### src/design/frb_pkg.sv
// ----------------------------------------------------------------------------
// Frame ring buffer package
// Shared widths, codes, the command record and a small helper function.
// ----------------------------------------------------------------------------
`default_nettype none

package frb_pkg;

  localparam int unsigned BYTE_W = 8;
  localparam int unsigned LEN_W  = 7;
  localparam int unsigned CNT_W  = 5;
  localparam int unsigned FREE_W = 4;
  localparam int unsigned REJ_W  = 2;

  // Configuration register indexes
  localparam logic CFG_LEN_LIMIT = 1'b0;
  localparam logic CFG_SLOTS     = 1'b1;

  // Reject flags of the frame under construction
  localparam int unsigned REJ_FULL_BIT = 0;
  localparam int unsigned REJ_LONG_BIT = 1;

  typedef enum logic [1:0] {
    FN_WRITE = 2'd0,
    FN_READ  = 2'd1,
    FN_DROP  = 2'd2,
    FN_CLEAR = 2'd3
  } func_e;

  typedef enum logic [1:0] {
    ST_OK    = 2'd0,
    ST_FULL  = 2'd1,
    ST_EMPTY = 2'd2,
    ST_PARAM = 2'd3
  } status_e;

  // Command class decided by the front end
  typedef enum logic [2:0] {
    OP_WRITE,
    OP_READ,
    OP_READ_BAD,
    OP_DROP,
    OP_CLEAR
  } op_e;

  typedef struct packed {
    op_e               op;
    logic [BYTE_W-1:0] data;
    logic              eof;
    logic [LEN_W-1:0]  rlim;
  } cmd_t;

  // Free slots: slots minus count minus one, floored at zero
  function automatic logic [FREE_W-1:0] free_of(input logic [CNT_W-1:0] slots,
                                               input logic [CNT_W-1:0] cnt);
    logic [CNT_W-1:0] diff;
    diff = slots - cnt - CNT_W'(1);
    return (slots > cnt) ? FREE_W'(diff) : '0;
  endfunction

endpackage

`default_nettype wire

### src/design/frb_front.sv
// ----------------------------------------------------------------------------
// Frame ring buffer front end
// Decodes an incoming transaction into a command class and checks the read
// buffer size against the active frame length limit.
// ----------------------------------------------------------------------------
`default_nettype none

module frb_front (
  input  wire logic [1:0]               func_i,
  input  wire logic [frb_pkg::BYTE_W-1:0] data_byte_i,
  input  wire logic                     end_of_frame_i,
  input  wire logic [frb_pkg::LEN_W-1:0] read_limit_i,
  input  wire logic [frb_pkg::LEN_W-1:0] len_limit_i,
  output frb_pkg::cmd_t                 cmd_o
);
  import frb_pkg::*;

  logic rlim_bad;

  // Reject a zero buffer size or one above the length limit
  assign rlim_bad = (read_limit_i == '0) || (read_limit_i > len_limit_i);

  // Classify the transaction
  always_comb begin
    cmd_o.data = data_byte_i;
    cmd_o.eof  = end_of_frame_i;
    cmd_o.rlim = read_limit_i;
    unique case (func_e'(func_i))
      FN_WRITE: cmd_o.op = OP_WRITE;
      FN_READ:  cmd_o.op = rlim_bad ? OP_READ_BAD : OP_READ;
      FN_DROP:  cmd_o.op = OP_DROP;
      FN_CLEAR: cmd_o.op = OP_CLEAR;
      default:  cmd_o.op = OP_CLEAR;
    endcase
  end

endmodule

`default_nettype wire

### config.mk
export PLATFORM = sky130hd
export DESIGN_NAME = frb_front
export DESIGN_NICKNAME = d
export VERILOG_FILES = /design/src/design/frb_pkg.sv /design/src/design/frb_front.sv
export SDC_FILE = /design/constraint.sdc
export NUM_CORES = 1
export LEC_CHECK = 0
export BUFFER_PORTS_ARGS = -buffer_cell sky130_fd_sc_hd__buf_4
export CORE_AREA = 8 8 45 47
export DETAILED_ROUTE_END_ITERATION = 6
export DIE_AREA = 0 0 53 55
export GPL_ROUTABILITY_DRIVEN = 0
export GPL_TIMING_DRIVEN = 0
export PLACE_DENSITY = 0.78
export SLEW_MARGIN = 25
export SYNTH_ARGS = -nofsm -noshare
export SYNTH_HDL_FRONTEND = slang
export SYNTH_SLANG_ARGS = --single-unit
### constraint.sdc
create_clock -name vclk -period 0.9
set_clock_uncertainty 0.1 [all_clocks]
set_input_delay 0 -clock vclk [all_inputs]
set_output_delay 0 -clock vclk [all_outputs]
set_load 0.05 [all_outputs]
## After elaboration in Yosys (flattened, before gate mapping)

Index checks and enable logic that the tools add are counted.

- Logic and storage cells: 9
- Input bits: 25
- Output and inout port bits: 19
- Register bits: 0

- Multiplexer cells: 2
- Eq/ne operators: 3
- $lt $le $gt $ge: 1
- Reduce and logical (&&, ||, !) cells: 3

Operator list:

| operator | number |
|---|---|
| case mux 3 bit (4 select lines) | 1 |
| > comparator 7 bit | 1 |
| zero test 7 bit | 1 |
| equality test 2 bit (second input constant) | 2 |
| equality test 2 x 1 -> 1 bit (second input constant) | 1 |
| zero test 2 bit | 1 |
| two-way mux 2 bit | 1 |
| logical OR 1 bit | 1 |

## Depth between registers and ports, before layout

Gate-level depths: netlist of run 1.

- Word-level depth: 4
- Mapped depth: 6

## Least setup slack after synthesis of run 1

OpenSTA, ideal clock, no wires.

- Path type: in2out
- Start: in len_limit_i[6] in the netlist's numbering
- End: out cmd_o[17] in the netlist's numbering
- Setup slack: -0.564 ns
- Stages: 6
- Data required time: 0.800 ns
- Arrival: 1.364 ns
- Path through: inv_1 > ha_1 > nand4_1 > a21oi_1 > nor2_1 > o21ai_1

RTL lines:

| item | line | source |
|---|---|---|
| from (decl) | frb_front.sv:13 | `input wire logic [frb_pkg::LEN_W-1:0] len_limit_i,` |
| to (decl) | frb_front.sv:14 | `output frb_pkg::cmd_t cmd_o` |

==> results of run 1 <==
[per-layer routing]
layer / up-vias / routed length, um / track usage (%) / part of all wire (%)
met5: - / 0 / 0 / 0
met2: 27 / 636 / 14.3 / 53
met3: 0 / 155 / 2.14 / 13
li1: 231 / - / - / -
met4: 0 / 0 / 0 / 0
met1: 199 / 411 / 7.54 / 34
[worst paths after layout]
path      startpoint        end  slack (ps)  cells past startpoint
max   len_limit_i[4]  cmd_o[16]        -340                      8
min   data_byte_i[5]  cmd_o[13]         160                      2
[final cells by class]
cell class | count | area (um2) | area share [%]
Multi-Input combinational cell | 29 | 299 | 37.2
Buffer | 16 | 120 | 14.9
Inverter | 7 | 46.3 | 5.75
Tap cell | 16 | 20.0 | 2.49
Timing Repair Buffer | 36 | 319 | 39.7
[synthesized netlist by cell type]
| cell type | count | area share (%) |
|---|---|---|
| a31oi_1 | 1 | 1.8 |
| or2_0 | 1 | 1.8 |
| nand3_1 | 1 | 1.4 |
| a31o_1 | 1 | 2.5 |
| o21ai_0 | 1 | 1.4 |
| buf_4 | 16 | 34 |
| nand2_1 | 2 | 2.1 |
| ha_1 | 7 | 25 |
| nor2b_1 | 2 | 3.5 |
| and2_1 | 1 | 1.8 |
| a21oi_1 | 4 | 5.6 |
| nand4_1 | 1 | 1.8 |
| nor3_1 | 1 | 1.4 |
| inv_1 | 7 | 7.4 |
| nand3b_1 | 1 | 2.1 |
| nor2_1 | 1 | 1.1 |
| o21ai_1 | 3 | 4.2 |
| nor4_1 | 1 | 1.8 |
[cells by family (layout without fill, tap and decap cells)]
group | after synthesis | in the layout | share of synthesized area [%]
buf+inv | 23 | 59 | 41.2
simple gates | 12 | 12 | 18.7
compound gates | 10 | 10 | 15.5
fa+ha+maj | 7 | 7 | 24.6
[repair_timing]
item	in CTS	in global routing
endpoints found under the setup margin	2	2
setup buffers	1	0
pin swaps	6	6
resized for setup	9	5
[metrics by stage]
| stage | hold slack [ps] | setup TNS (ps) | instance area (um2) | total power [mW] | std cells |
|---|---|---|---|---|---|
| 5_1_grt | 159 | -736 | 805 | 0.579 | 104 |
| 3_3_place_gp | 157 | -766 | 748 | 0.511 | 103 |
| 4_1_cts | 157 | -695 | 790 | 0.543 | 104 |
| 3_5_place_dp | 157 | -783 | 748 | 0.521 | 103 |
| 2_1_floorplan | 67.1 | -266 | 465 | 0.350 | 52 |
| 6_report | 155 | -573 | 805 | 0.549 | 104 |
[report_power, final]
part,internal [mW],leakage (nW),switching (mW)
sequential,0,0,0
clock,0,0,0
combinational,0.248,0.395,0.301
total,0.248,0.395,0.301
[cells in the final DEF (no fill, tap or decap), types with 2 or more instances in the layout]
cell      n
nand2_1   2
a21oi_1   2
ha_4      5
ha_1      2
buf_6     5
a21oi_2   2
inv_4     3
inv_1     3
o21ai_1   3
buf_4    43
nor2b_1   2
buf_8     4
==> flow_summary_export.csv, run 1 <==
group,metric,value,unit
finish,antenna_cells,0,
worst_setup_path,crit_type,"input port to output port",
worst_setup_path,crit_slowest_cell,"ha_4",
synth,synth.avg_cell_area,6.83,um2
power,power.density,682,nW/um2
global_route,grt.total_usage,7.14,%
finish,nClkBuffers,0,
worst_setup_path,worstSetupEndpointType,"output port",
timing,rsz0062_at_grt,"yes",
synth,yosysUniqueCellTypes,18,
worst_setup_path,path_max_fanout,3,
global_route,grt_max_degree,4,
drt,wl_per_cell,11.6,um
timing,relSlewSlack,76.1,%
global_route,grt_pass1_wl,1.72,mm
worst_setup_path,cp.required,800,ps
timing,min_period_over_period,137,%
global_route,antenna_found_initial,0,
synth,yosysSeqAreaShare,0,%
worst_setup_path,path_cells,"buf_8 -> inv_12 -> ha_4 -> nand4_1 -> or2_0 -> o21ai_1 -> a31o_4 -> buf_8",
die,pin_count,44,
global_route,grt.overflow.total,0,
finish,final_core_util,58.1,%
power,leakage,0.395,nW
power,vdd_drop_max,0.343,mV
drt,ant_nets,0,
placement,pre_cts_slack,-415,ps
timing,hold_violations,0,
placement,port_buffers,35,
die,dieHeight,55,um
clocking,cts_hold_buffers,0,
worst_setup_path,critical_path.top_delay_family,"simple AND/OR/NAND/NOR gates",
timing,drv_slew,0,
finish,fin_nets,122,
synth,syn_area,355,um2
finish,nFlopsAndLatches,0,
finish,ff_latch_area,0,um2
synth,syn-num-nets,84,
finish,layout-drive-gt1-share,73.9,%
timing,setup_viol,2,
drt,drtIter0Drc,0,
drt,dr.pass1.iters,1,
drt,drcViolationCount,0,
drt,dr_total_vias,457,
run_status,violations,"negative setup slack",
timing,fmax,808,MHz
finish,syn2layout_area_growth,126,%
worst_setup_path,arrival,1140,ps
run_status,status,"finished with violations",
die,die_w,53,um
die,core,1380,um2
timing,worst_slew_pin_slew,355,ps
job,cap_violations,0,
synth,yosysWarnings,0,
worst_setup_path,path_buf_inv,3,
worst_setup_path,cp_common_cell,"buf_8",
timing,timing.final.crit_period,1240,ps
synth,syn_inst,52,
worst_hold_path,min_path_type,"input port to output port",
drt,post_drt_via_cell_ratio,4.39,
die,die_area,2920,um2
global_route,grt_pass1_vias,427,
worst_setup_path,worstSetupStartpointType,"input port",
timing,setup_ws,-337,ps
finish,fillers,123,
placement,place_hpwl,1.12,mm
drt,wl,1.20,mm
die,start_util,25.7,%
die,rows,14,
worst_setup_path,cp_slowest_stage_delay,240,ps
(Power assumes the default switching activity.)
==> run 2: changes to the inputs <==
--- a/config.mk
+++ b/config.mk
@@ -6,12 +6,15 @@
 export NUM_CORES = 1
 export LEC_CHECK = 0
 export BUFFER_PORTS_ARGS = -buffer_cell sky130_fd_sc_hd__buf_4
-export CORE_AREA = 8 8 45 47
+export CELL_PAD_IN_SITES_DETAIL_PLACEMENT = 0
+export CELL_PAD_IN_SITES_GLOBAL_PLACEMENT = 1
+export CORE_ASPECT_RATIO = 1.4
+export CORE_MARGIN = 8
+export CORE_UTILIZATION = 18
 export DETAILED_ROUTE_END_ITERATION = 6
-export DIE_AREA = 0 0 53 55
 export GPL_ROUTABILITY_DRIVEN = 0
 export GPL_TIMING_DRIVEN = 0
-export PLACE_DENSITY = 0.78
+export PLACE_DENSITY = 0.86
 export SLEW_MARGIN = 25
 export SYNTH_ARGS = -nofsm -noshare
 export SYNTH_HDL_FRONTEND = slang
==> flow_summary_export.csv, run 2 (synthesized netlist as in run 1, its figures left out) <==
group,metric,value,unit
timing,worst_slew_pin_slew,434,ps
drt,wl_per_cell,11.5,um
finish,ff_latch_area,0,um2
global_route,antenna_found_initial,0,
die,core,1930,um2
worst_setup_path,arrival,1170,ps
timing,fmax,785,MHz
timing,relSlewSlack,70.8,%
power,vdd_drop_max,0.244,mV
timing,setup_viol,2,
drt,drtIter0Drc,2,
power,leakage,0.399,nW
worst_setup_path,path_max_fanout,3,
worst_setup_path,worstSetupStartpointType,"input port",
finish,nClkBuffers,0,
timing,hold_violations,0,
finish,fin_nets,123,
clocking,cts_hold_buffers,0,
die,pin_count,44,
timing,rsz0062_at_grt,"yes",
global_route,grt.overflow.total,0,
die,rows,19,
placement,port_buffers,35,
die,die_area,3670,um2
worst_setup_path,worstSetupEndpointType,"output port",
worst_setup_path,crit_type,"input port to output port",
worst_hold_path,min_path_type,"input port to output port",
die,dieHeight,68.6,um
global_route,grt.total_usage,6.96,%
finish,layout.cells.most_common,"buf_4",
global_route,grt_pass1_vias,521,
drt,dr.pass1.iters,3,
finish,final_core_util,42.5,%
timing,setup_ws,-374,ps
die,die_w,53.6,um
die,start_util,18.5,%
finish,nFlopsAndLatches,0,
global_route,grt_max_degree,4,
drt,dr_total_vias,472,
timing,holdWs,155,ps
finish,layout-drive-gt1-share,74.2,%
finish,final_cell_mix,"buf_4 (44), ha_4 (5), buf_6 (5)",
global_route,grt_pass1_wl,2.13,mm
drt,drcViolationCount,0,
finish,antenna_cells,0,
drt,post_drt_via_cell_ratio,4.29,
placement,place_hpwl,1.19,mm
job,cap_violations,0,
run_status,violations,"negative setup slack",
finish,syn2layout_area_growth,130,%
timing,timing.final.crit_period,1270,ps
run_status,status,"finished with violations",
finish,fin_cells,110,
drt,wl,1.26,mm
placement,dp.cells,108,
power,power.density,676,nW/um2
worst_setup_path,cp.required,800,ps
timing,min_period_over_period,142,%
drt,ant_nets,0,
timing,drv_slew,0,
power,finalPower,0.553,mW
timing,fin_setup_tns,-707,ps
[run 2: final timing paths]
check       startpoint        end  slack, ps  depth (start not counted)
max    read_limit_i[6]  cmd_o[16]       -370                          7
min     data_byte_i[6]  cmd_o[14]        160                          2
[run 2: timing repair]
item | 4_1_cts | 5_1_grt
endpoints found under the setup margin | 2 | 2
pin swaps | 6 | 5
buffers inserted | 2 | 0
cloned | 0 | 0
resized for setup | 13 | 1
[run 2: power breakdown]
group / switching [mW] / internal, mW / leakage, nW
clock network: 0 / 0 / 0
logic: 0.304 / 0.249 / 0.399
registers: 0 / 0 / 0
[run 2: metrics by stage]
stage | instance area, um2 | worst slack [ps]
final | 818 | -374
after global routing | 818 | -438
after CTS | 815 | -389
after detailed placement | 754 | -444
after global placement | 754 | -423
after floorplan | 465 | -143
[run 2: critical path: stages]
cell and delay (ps):
buf_8 100, ha_4 260, nand4_1 150, or2_0 230
o21ai_1 110, a31o_4 180, buf_8 140
[run 2: per-layer routing]
metal  track usage, %  wire length, um
met5                0                0
met4                0                0
met3             2.79              198
met2             13.4              643
met1             7.25              420
[run 2: final cells by class]
| class | count | area [um2] |
|---|---|---|
| fillers | 204 | 1110 |
| plain buffers | 16 | 120 |
| well taps | 21 | 26.3 |
| multi-input cells | 29 | 299 |
| inverters | 7 | 46.3 |
| repair buffers | 37 | 327 |
