[src/design/frb_pkg.sv]
// ----------------------------------------------------------------------------
// Frame ring buffer package
// Shared widths, codes, the command record and a small helper function.
// ----------------------------------------------------------------------------
`default_nettype none

package frb_pkg;

  localparam int unsigned BYTE_W = 8;
  localparam int unsigned LEN_W  = 7;
  localparam int unsigned CNT_W  = 5;
  localparam int unsigned FREE_W = 4;
  localparam int unsigned REJ_W  = 2;

  // Configuration register indexes
  localparam logic CFG_LEN_LIMIT = 1'b0;
  localparam logic CFG_SLOTS     = 1'b1;

  // Reject flags of the frame under construction
  localparam int unsigned REJ_FULL_BIT = 0;
  localparam int unsigned REJ_LONG_BIT = 1;

  typedef enum logic [1:0] {
    FN_WRITE = 2'd0,
    FN_READ  = 2'd1,
    FN_DROP  = 2'd2,
    FN_CLEAR = 2'd3
  } func_e;

  typedef enum logic [1:0] {
    ST_OK    = 2'd0,
    ST_FULL  = 2'd1,
    ST_EMPTY = 2'd2,
    ST_PARAM = 2'd3
  } status_e;

  // Command class decided by the front end
  typedef enum logic [2:0] {
    OP_WRITE,
    OP_READ,
    OP_READ_BAD,
    OP_DROP,
    OP_CLEAR
  } op_e;

  typedef struct packed {
    op_e               op;
    logic [BYTE_W-1:0] data;
    logic              eof;
    logic [LEN_W-1:0]  rlim;
  } cmd_t;

  // Free slots: slots minus count minus one, floored at zero
  function automatic logic [FREE_W-1:0] free_of(input logic [CNT_W-1:0] slots,
                                               input logic [CNT_W-1:0] cnt);
    logic [CNT_W-1:0] diff;
    diff = slots - cnt - CNT_W'(1);
    return (slots > cnt) ? FREE_W'(diff) : '0;
  endfunction

endpackage

`default_nettype wire

[src/design/frb_queue.sv]
// ----------------------------------------------------------------------------
// Frame ring buffer command queue
// Two-entry queue between the front end and the execution back end.
// ----------------------------------------------------------------------------
`default_nettype none

module frb_queue (
  input  wire logic          clk_i,
  input  wire logic          rst_ni,
  input  wire logic          push_i,
  input  frb_pkg::cmd_t      cmd_i,
  output logic               full_o,
  output logic               valid_o,
  output frb_pkg::cmd_t      cmd_o,
  input  wire logic          pop_i
);
  import frb_pkg::*;

  cmd_t       entry_q [2];
  logic       wr_ptr_q, wr_ptr_d;
  logic       rd_ptr_q, rd_ptr_d;
  logic [1:0] fill_q, fill_d;

  assign full_o  = (fill_q == 2'd2);
  assign valid_o = (fill_q != 2'd0);
  assign cmd_o   = entry_q[rd_ptr_q];

  // Advance pointers and fill level
  always_comb begin
    wr_ptr_d = wr_ptr_q ^ push_i;
    rd_ptr_d = rd_ptr_q ^ pop_i;
    fill_d   = fill_q + 2'(push_i) - 2'(pop_i);
  end

  always_ff @(posedge clk_i or negedge rst_ni) begin
    if (!rst_ni) begin
      wr_ptr_q <= 1'b0;
      rd_ptr_q <= 1'b0;
      fill_q   <= 2'd0;
    end else begin
      wr_ptr_q <= wr_ptr_d;
      rd_ptr_q <= rd_ptr_d;
      fill_q   <= fill_d;
    end
  end

  // Hold queued commands
  always_ff @(posedge clk_i) begin
    if (push_i) begin
      entry_q[wr_ptr_q] <= cmd_i;
    end
  end

endmodule

`default_nettype wire

[config.mk]
export PLATFORM = sky130hd
export DESIGN_NAME = frb_queue
export DESIGN_NICKNAME = d
export VERILOG_FILES = /design/src/design/frb_pkg.sv /design/src/design/frb_queue.sv
export SDC_FILE = /design/constraint.sdc
export NUM_CORES = 1
export LEC_CHECK = 0
export BUFFER_PORTS_ARGS = -buffer_cell sky130_fd_sc_hd__buf_2
export CAP_MARGIN = 20
export CORE_MARGIN = 2
export CORE_UTILIZATION = 55
export DETAILED_ROUTE_END_ITERATION = 8
export PLACE_DENSITY = 0.84
export SYNTH_ARGS = -nofsm -noshare
export SYNTH_HDL_FRONTEND = slang
export SYNTH_SLANG_ARGS = --single-unit
[constraint.sdc]
create_clock -name clk_i -period 3.2 [get_ports clk_i]
set_input_delay 0.16 -clock clk_i [delete_from_list [all_inputs] [get_ports clk_i]]
set_output_delay 0.16 -clock clk_i [all_outputs]
set_load 0.005 [all_outputs]
Yosys cells after proc, flatten, opt, wreduce, memory -nomap -nowiden
Memory sizes are Yosys's and may differ from the RTL's.
Cells that the tools add are included.
{"block": "word_totals", "regBits": 4, "wordCells": 12, "ramBits": 38, "n_memories": 1, "inputBits": 23, "output_inout_bits": 21}
{"name": "entry_q", "words": 2, "width": 19, "rd": 1, "rd_clocked_by_memory_dff": 0, "write_ports": 1, "line": "frb_queue.sv:19", "text": "cmd_t entry_q [2];"}
{"block": "classes", "n_eq_ne": 1, "n_mux": 2, "bitwise_logic": 2, "add_sub_neg": 2, "n_reduce_logical": 1}
{"op": "$add 2x1->2", "count": 1}
{"op": "$eq 2x2->1 const B", "count": 1}
{"op": "$mux 1", "count": 2}
{"op": "$reduce_bool 2->1", "count": 1}
{"op": "$sub 2x1->2", "count": 1}
{"op": "$xor 1x1->1", "count": 2}

Logic depth before layout (Yosys ltp)
Gate-level depths: netlist (run 1).
{"block": "depth", "depth_word": 2, "depth_mapped": 5, "ltp_nobuf": 5}

Least setup slack after synthesis (run 1)
OpenSTA, ideal clock, no wires.
{"block": "synth_path", "path_type": "reg2reg", "start": "register wr_ptr_q", "end": "memory entry_q[0][0] in the netlist's numbering, enable pin", "setup_time_ps": 377, "required_time_ps": 2823, "path_stages_with_launch": 3, "arrival_ps": 944, "period_less_slack_ps": 1321, "slack_ps": 1879, "path_cell_list": "dfrtp_1 -> inv_1 -> ha_1"}
{"element": "from (decl)", "line": "frb_queue.sv:20", "text": "logic wr_ptr_q, wr_ptr_d;"}
{"element": "from (signal assigned)", "line": "frb_queue.sv:41", "text": "wr_ptr_q <= wr_ptr_d;"}
{"element": "to (decl)", "line": "frb_queue.sv:19"}
No word-level cell before the write port.

==> results.tsv, run 1 <==
stage	metric	value	unit
detailed_routing	avgViaCountPerCell	5.07	
sta	tightest_slew	0.911	ns
finish	diodes	0	
global_routing	grt-ovfl-total	0	
finish	nets	172	
min_path	hold-path-cell-count	2	
sta	hold_slack	0.0877	ns
min_path	hp-class	in -> reg	
critical_path	path_class	reg -> out	
sta	slew_headroom	0.393	
critical_path	r2r-start	wr_ptr_q$_DFF_PN0_	
synthesis	syn_nets	102	
synthesis	seq_area_frac_synth	0.748	
min_path	hp-start	push_i	
critical_path	start_kind	flop	
min_path	hold_end	fill_q[0]$_DFF_PN0_	
sta	clock.fmax	476	MHz
global_routing	grtUsageTotal	0.175	
critical_path	cp_slowest_cell	dfrtp_1	
power	finalPower	0.00157	W
floorplan	rows	19	
floorplan	io-pin-count	44	
sta	period_minus_slack	2.10	ns
detailed_routing	drc	2	
finish	final_common_cell	buf_2	
critical_path	cp_max_fo	12	
status	failed_checks	design-rule violations	
critical_path	critPathArrivalTime	1.94	ns
global_routing	grt_pass1_wl	4.18	mm
synthesis	syn_inst	75	
sta	rsz0062_at_grt	false	
critical_path	endpoint_kind	output pin	
clocking	cts_setup_buffers	0	
synthesis	synth_seq_cells	42	
power	ir_worst_vdd	0.000459	V
floorplan	core_area	0.00281	mm^2
place	io_buffers	43	
sta	hold_viol_final	0	
finish	area_growth	29.8	%
clocking	cts_inserted_buffers	5	
synthesis	yosys.cell_types.count	10	
critical_path	path_delay_family	flip-flops	
power	power.static_leakage	0.923	nW
place	gp_congestion	0.628	
clocking	cts_tree	done	
finish	drive_gt1_frac	0.476	
clocking	clk_latency	0.34	ns
floorplan	die_w	58.9	um
finish	fin_cells	176	
critical_path	path_cells	buf_4 -> mux2_4 -> buf_2	
detailed_routing	drtIter0Drc	16	
detailed_routing	vias	893	
clocking	clock_path_buffers	2	
critical_path	ff2ff_setup_slack	1.62	ns
clocking	clkSinkCount	42	
place	dp_hpwl	1.74	mm
critical_path	critical-path-max-stage-delay	0.81	ns
global_routing	first_global_vias	930	
sta	fin_crit_sh	0.657	
critical_path	r2r_cells	2	
detailed_routing	wire_per_inst	15.2	um
synthesis	ys.warnings.count	0	
finish	final.fill_count	178	
clocking	ctsResizeCount	0	
global_routing	grt_max_degree	20	
global_routing	antenna_found_initial	0	
sta	drv_slew	0	
run	drv_cap	0	
critical_path	path_buf_inv	2	
finish	mostFrequentLayoutCells	43 x buf_2, 38 x edfxtp_1, 21 x dlygate4sd3_1	
detailed_routing	wl	2.67	mm
critical_path	rr_endpoint	entry_q[0][5]$_DFFE_PP_	
critical_path	worst_ep_required_time	3.04	ns
floorplan	die-area	0.00347	mm^2
power	p_per_area	730	mW/mm^2
floorplan	start_util	0.591	
floorplan	die_y	58.9	um
detailed_routing	first_pass_iters	6	
status	status	finished, violations left	
sta	clock_skew	0.00432	ns
clocking	cts_hold_buf	21	
clocking	root_buffer	clkbuf_4	
clocking	clkTransAtPathRegs	0.10	ns
sta	setup_tns	0	ns
sta	setup_viol	0	
place	dpl.cell_count	148	
detailed_routing	ant_nets	0	
synthesis	syn_area	0.00166	mm^2
synthesis	avgSynthCellArea	22.1	um^2
clocking	cts_max_level	2	
kinds of logic after synthesis:
| family | count (synthesis) | share of synthesized area |
|---|---|---|
| xor gates and xnor gates | 2 | 0.0196 |
| adders and majority gates | 4 | 0.0302 |
| buffers and inverters | 6 | 0.0226 |
| DFF | 42 | 0.748 |
| muxes | 19 | 0.172 |
| and+or+nand+nor | 2 | 0.00755 |
cell type report:
| type | count | area [um^2] | area share |
|---|---|---|---|
| repair buffers | 65 | 433 | 0.201 |
| well taps | 31 | 38.8 | 0.0180 |
| multi-input cells | 27 | 380 | 0.177 |
| inverters | 4 | 15.0 | 0.00697 |
| flip-flops and latches | 42 | 1240 | 0.576 |
| clock buffers | 7 | 45.0 | 0.0209 |
state kept, by name, summed over array words and instances, names as in the netlist:
register	cells
rd_ptr_q	1
wr_ptr_q	1
entry_q	38
fill_q	2
report_power, final:
group          switching [W]  internal (W)
Combinational       0.000197      0.000328
Sequential         0.0000776      0.000736
Clock               0.000152     0.0000829
Total               0.000426       0.00115
worst max path at each step:
stage / from / end / slack, ns / cells past startpoint
2_1_floorplan: wr_ptr_q$_DFF_PN0_ / entry_q[0][0]$_DFFE_PP_ / 1.88 / 2
3_3_place_gp: rd_ptr_q$_DFF_PN0_ / cmd_o[8] / 1.52 / 3
3_5_place_dp: rd_ptr_q$_DFF_PN0_ / cmd_o[8] / 1.45 / 3
4_1_cts: rd_ptr_q$_DFF_PN0_ / cmd_o[8] / 1.05 / 3
5_1_grt: rd_ptr_q$_DFF_PN0_ / cmd_o[2] / 1.00 / 3
6_report: rd_ptr_q$_DFF_PN0_ / cmd_o[8] / 1.10 / 3
through the flow:
step | setup slack (ns) | area (um^2) | util
floorplan | 1.88 | 1660 | -
global placement | 1.52 | 1900 | 0.677
detailed placement | 1.45 | 1900 | 0.677
CTS | 1.05 | 2150 | 0.768
global route | 1.00 | 2150 | 0.768
finish | 1.10 | 2150 | 0.768
cells in the mapped netlist:
master    instances  area [um^2]
dfrtp_1           4          100
edfxtp_1         38         1140
inv_1             4         15.0
xor3_1            1         23.8
ha_1              4         50.1
or2_2             1         6.26
mux2_4           19          285
xor2_1            1         8.76
nor2b_1           1         6.26
buf_6             2         22.5
routing by layer:
metal,up-vias,GRT usage,part of all wire
met4,0,0.0779,0.019
met1,442,0.186,0.37
met2,22,0.300,0.56
met3,7,0.0747,0.054
met5,-,0,0
li1,422,-,-
No activity file was read; power rests on OpenSTA's default activity.
==> run 2: changes to the inputs <==
--- a/config.mk
+++ b/config.mk
@@ -8,9 +8,9 @@
 export BUFFER_PORTS_ARGS = -buffer_cell sky130_fd_sc_hd__buf_2
 export CAP_MARGIN = 20
 export CORE_MARGIN = 2
-export CORE_UTILIZATION = 55
+export CORE_UTILIZATION = 51
 export DETAILED_ROUTE_END_ITERATION = 8
-export PLACE_DENSITY = 0.84
+export PLACE_DENSITY = 0.79
 export SYNTH_ARGS = -nofsm -noshare
 export SYNTH_HDL_FRONTEND = slang
 export SYNTH_SLANG_ARGS = --single-unit
==> constraint.sdc (replaced) <==
create_clock -name clk_i -period 2 [get_ports clk_i]
set_input_delay 0.1 -clock clk_i [delete_from_list [all_inputs] [get_ports clk_i]]
set_output_delay 0.1 -clock clk_i [all_outputs]
set_load 0.005 [all_outputs]
==> run 2 against run 1 <==
  * The run now ends clean
  * Clock power grew to 2.9 times the previous value
  * Highest routed layer unchanged
  * Largest cell class unchanged
  * Combinational power grew 72%
  * Critical endpoint is now cmd_o[6]
  * Global-route usage shrank 1.1 points
  * First-iteration DRC count shrank 31%
  * Wire length grew 0.67%
==> results.tsv, run 2 (synthesis results as in run 1) <==
stage	metric	value	unit	change
critical_path	cp_max_fo	19		+7
floorplan	rows	20		+1
clocking	cts_max_level	2		unchanged
finish	mostFrequentLayoutCells	43 x buf_2, 38 x edfxtp_1, 21 x dlygate4sd3_1		
critical_path	ff2ff_setup_slack	0.58	ns	-1.04 ns
status	status	finished clean		
sta	setup_tns	0	ns	unchanged
floorplan	io-pin-count	44		unchanged
critical_path	critPathArrivalTime	1.56	ns	-0.38 ns
power	ir_worst_vdd	0.000987	V	+120%
finish	reg_top3	entry_q: 38 flops, fill_q: 2 flops		
critical_path	r2r_cells	3		+1
sta	period_minus_slack	1.66	ns	
detailed_routing	ant_nets	0		unchanged
place	dp_hpwl	1.84	mm	+5.7%
finish	drive_gt1_frac	0.500		+0.0241
clocking	ctsResizeCount	0		unchanged
finish	diodes	0		unchanged
critical_path	rr_endpoint	entry_q[0][0]$_DFFE_PP_		
sta	drv_slew	0		unchanged
sta	slew_headroom	0.722		+0.329
finish	top_register	entry_q		
detailed_routing	avgViaCountPerCell	4.64		-8.6%
finish	fin_cells	192		+9.1%
floorplan	die_w	61.0	um	+3.6%
critical_path	crit_start	rd_ptr_q$_DFF_PN0_		
finish	largest_register_ffs	38		unchanged
detailed_routing	first_pass_iters	4		-2
place	io_buffers	43		unchanged
detailed_routing	vias	890		-0.34%
sta	clock_skew	0.00696	ns	+0.00264 ns
power	p_comb_frac	0.319		-0.014
clocking	root_buffer	clkbuf_4		
sta	clock.fmax	604	MHz	
finish	area_growth	35.7	%	
critical_path	start_kind	flop		
finish	final.fill_count	194		+9.0%
floorplan	start_util	0.539		-0.0524
critical_path	path_class	reg -> out		
min_path	hp-class	in -> reg		
sta	fin_crit_sh	0.828		
global_routing	grt_max_degree	20		unchanged
detailed_routing	drc	0		-2
detailed_routing	drtIter0Drc	11		-5
run	drv_cap	0		unchanged
power	p_switching	0.000687	W	+61%
global_routing	first_global_vias	945		+1.6%
place	gp_congestion	0.613		-2.5%
place	dpl.cell_count	163		+10%
critical_path	r2r-start	wr_ptr_q$_DFF_PN0_		
floorplan	die-area	0.00373	mm^2	+7.3%
floorplan	core_area	0.00308	mm^2	+9.7%
clocking	clkTransAtPathRegs	0.12	ns	+0.02 ns
global_routing	grtUsageTotal	0.163		-0.0114
critical_path	endpoint_kind	output pin		
finish	final_common_cell	buf_2		
sta	hold_viol_final	0		unchanged
clocking	clkSinkCount	42		unchanged
power	p_clk_frac	0.240		+0.091
clocking	cts_inserted_buffers	5		unchanged
sta	setup_viol	0		unchanged
sta	setup_ws	0.345	ns	-0.752 ns
finish	nets	174		+1.2%
sta	rsz0062_at_grt	false		
clocking	cts_tree	done		
global_routing	antenna_found_initial	0		unchanged
clocking	clock_path_buffers	2		unchanged
global_routing	grt-ovfl-total	0		unchanged
power	power.static_leakage	0.966	nW	+4.7%
power	seq_power_share	0.440		-0.077
power	swShare	0.244		-0.0272
critical_path	worst_ep_required_time	1.90	ns	-1.14 ns
global_routing	grt_pass1_wl	4.24	mm	+1.3%
clocking	clk_latency	0.33	ns	about the same
power	p_int	0.00213	W	+86%
place	dp_slack	0.575	ns	-0.871 ns
sta	tightest_slew	0.417	ns	-0.493 ns
floorplan	die_y	61.0	um	+3.6%
critical_path	cp-endpoint	cmd_o[6]		
detailed_routing	wire_per_inst	14.0	um	-7.7%
detailed_routing	wl	2.69	mm	+0.67%
power	p_per_area	1250	mW/mm^2	+71%
run 2: through the flow:
| stage | hold WS [ns] | util | total power, W | area (um^2) |
|---|---|---|---|---|
| after floorplan | -0.196 | - | 0.00187 | 1660 |
| after global placement | -0.0912 | 0.627 | 0.00210 | 1930 |
| after detailed placement | -0.0875 | 0.627 | 0.00215 | 1930 |
| after CTS | 0.0325 | 0.731 | 0.00285 | 2250 |
| after global routing | 0.0203 | 0.731 | 0.00298 | 2250 |
| final | 0.0401 | 0.731 | 0.00282 | 2250 |
run 2: critical path, cell delays in order, from the launching register on:
cell	delay, ns
dfrtp_1	0.40
buf_4	0.35
mux2_4	0.34
buf_2	0.13
run 2: how the worst min path moves through the flow:
stage,slack [ns],depth (start not counted),startpoint,end
floorplan,-0.20,0,rst_ni,fill_q[0]$_DFF_PN0_
global placement,-0.09,1,rst_ni,fill_q[0]$_DFF_PN0_
detailed placement,-0.09,1,rst_ni,wr_ptr_q$_DFF_PN0_
CTS,0.03,2,push_i,fill_q[0]$_DFF_PN0_
global route,0.02,2,push_i,fill_q[0]$_DFF_PN0_
finish,0.04,2,push_i,fill_q[0]$_DFF_PN0_
run 2: power groups by stage:
| stage | Clock (W) | Combinational [W] | Sequential [W] |
|---|---|---|---|
| global route | 0.000733 | 0.000985 | 0.00126 |
| floorplan | 0 | 0.000623 | 0.00124 |
| detailed placement | 0 | 0.000885 | 0.00126 |
| CTS | 0.000690 | 0.000919 | 0.00124 |
| global placement | 0 | 0.000857 | 0.00125 |
| finish | 0.000677 | 0.000900 | 0.00124 |
run 2: layer usage:
layer	share of wire	global-route usage
met5	0	0
met1	0.38	0.176
met4	0.010	0.0683
met2	0.57	0.295
met3	0.042	0.0504
run 2: what timing repair did:
action	4_1_cts	5_1_grt
buffers inserted	0	0
hold buffers	21	0
endpoints found under the hold margin	43	0
run 2: area by class of cell:
cell class | instances | area (um^2) | area share
multi-input combinational | 27 | 380 | 0.169
tap | 44 | 55.1 | 0.0245
inverter | 4 | 15.0 | 0.00667
clock buffer | 6 | 51.3 | 0.0228
sequential | 42 | 1240 | 0.551
timing repair buffer | 67 | 448 | 0.199
clock inverter | 2 | 60.1 | 0.0267
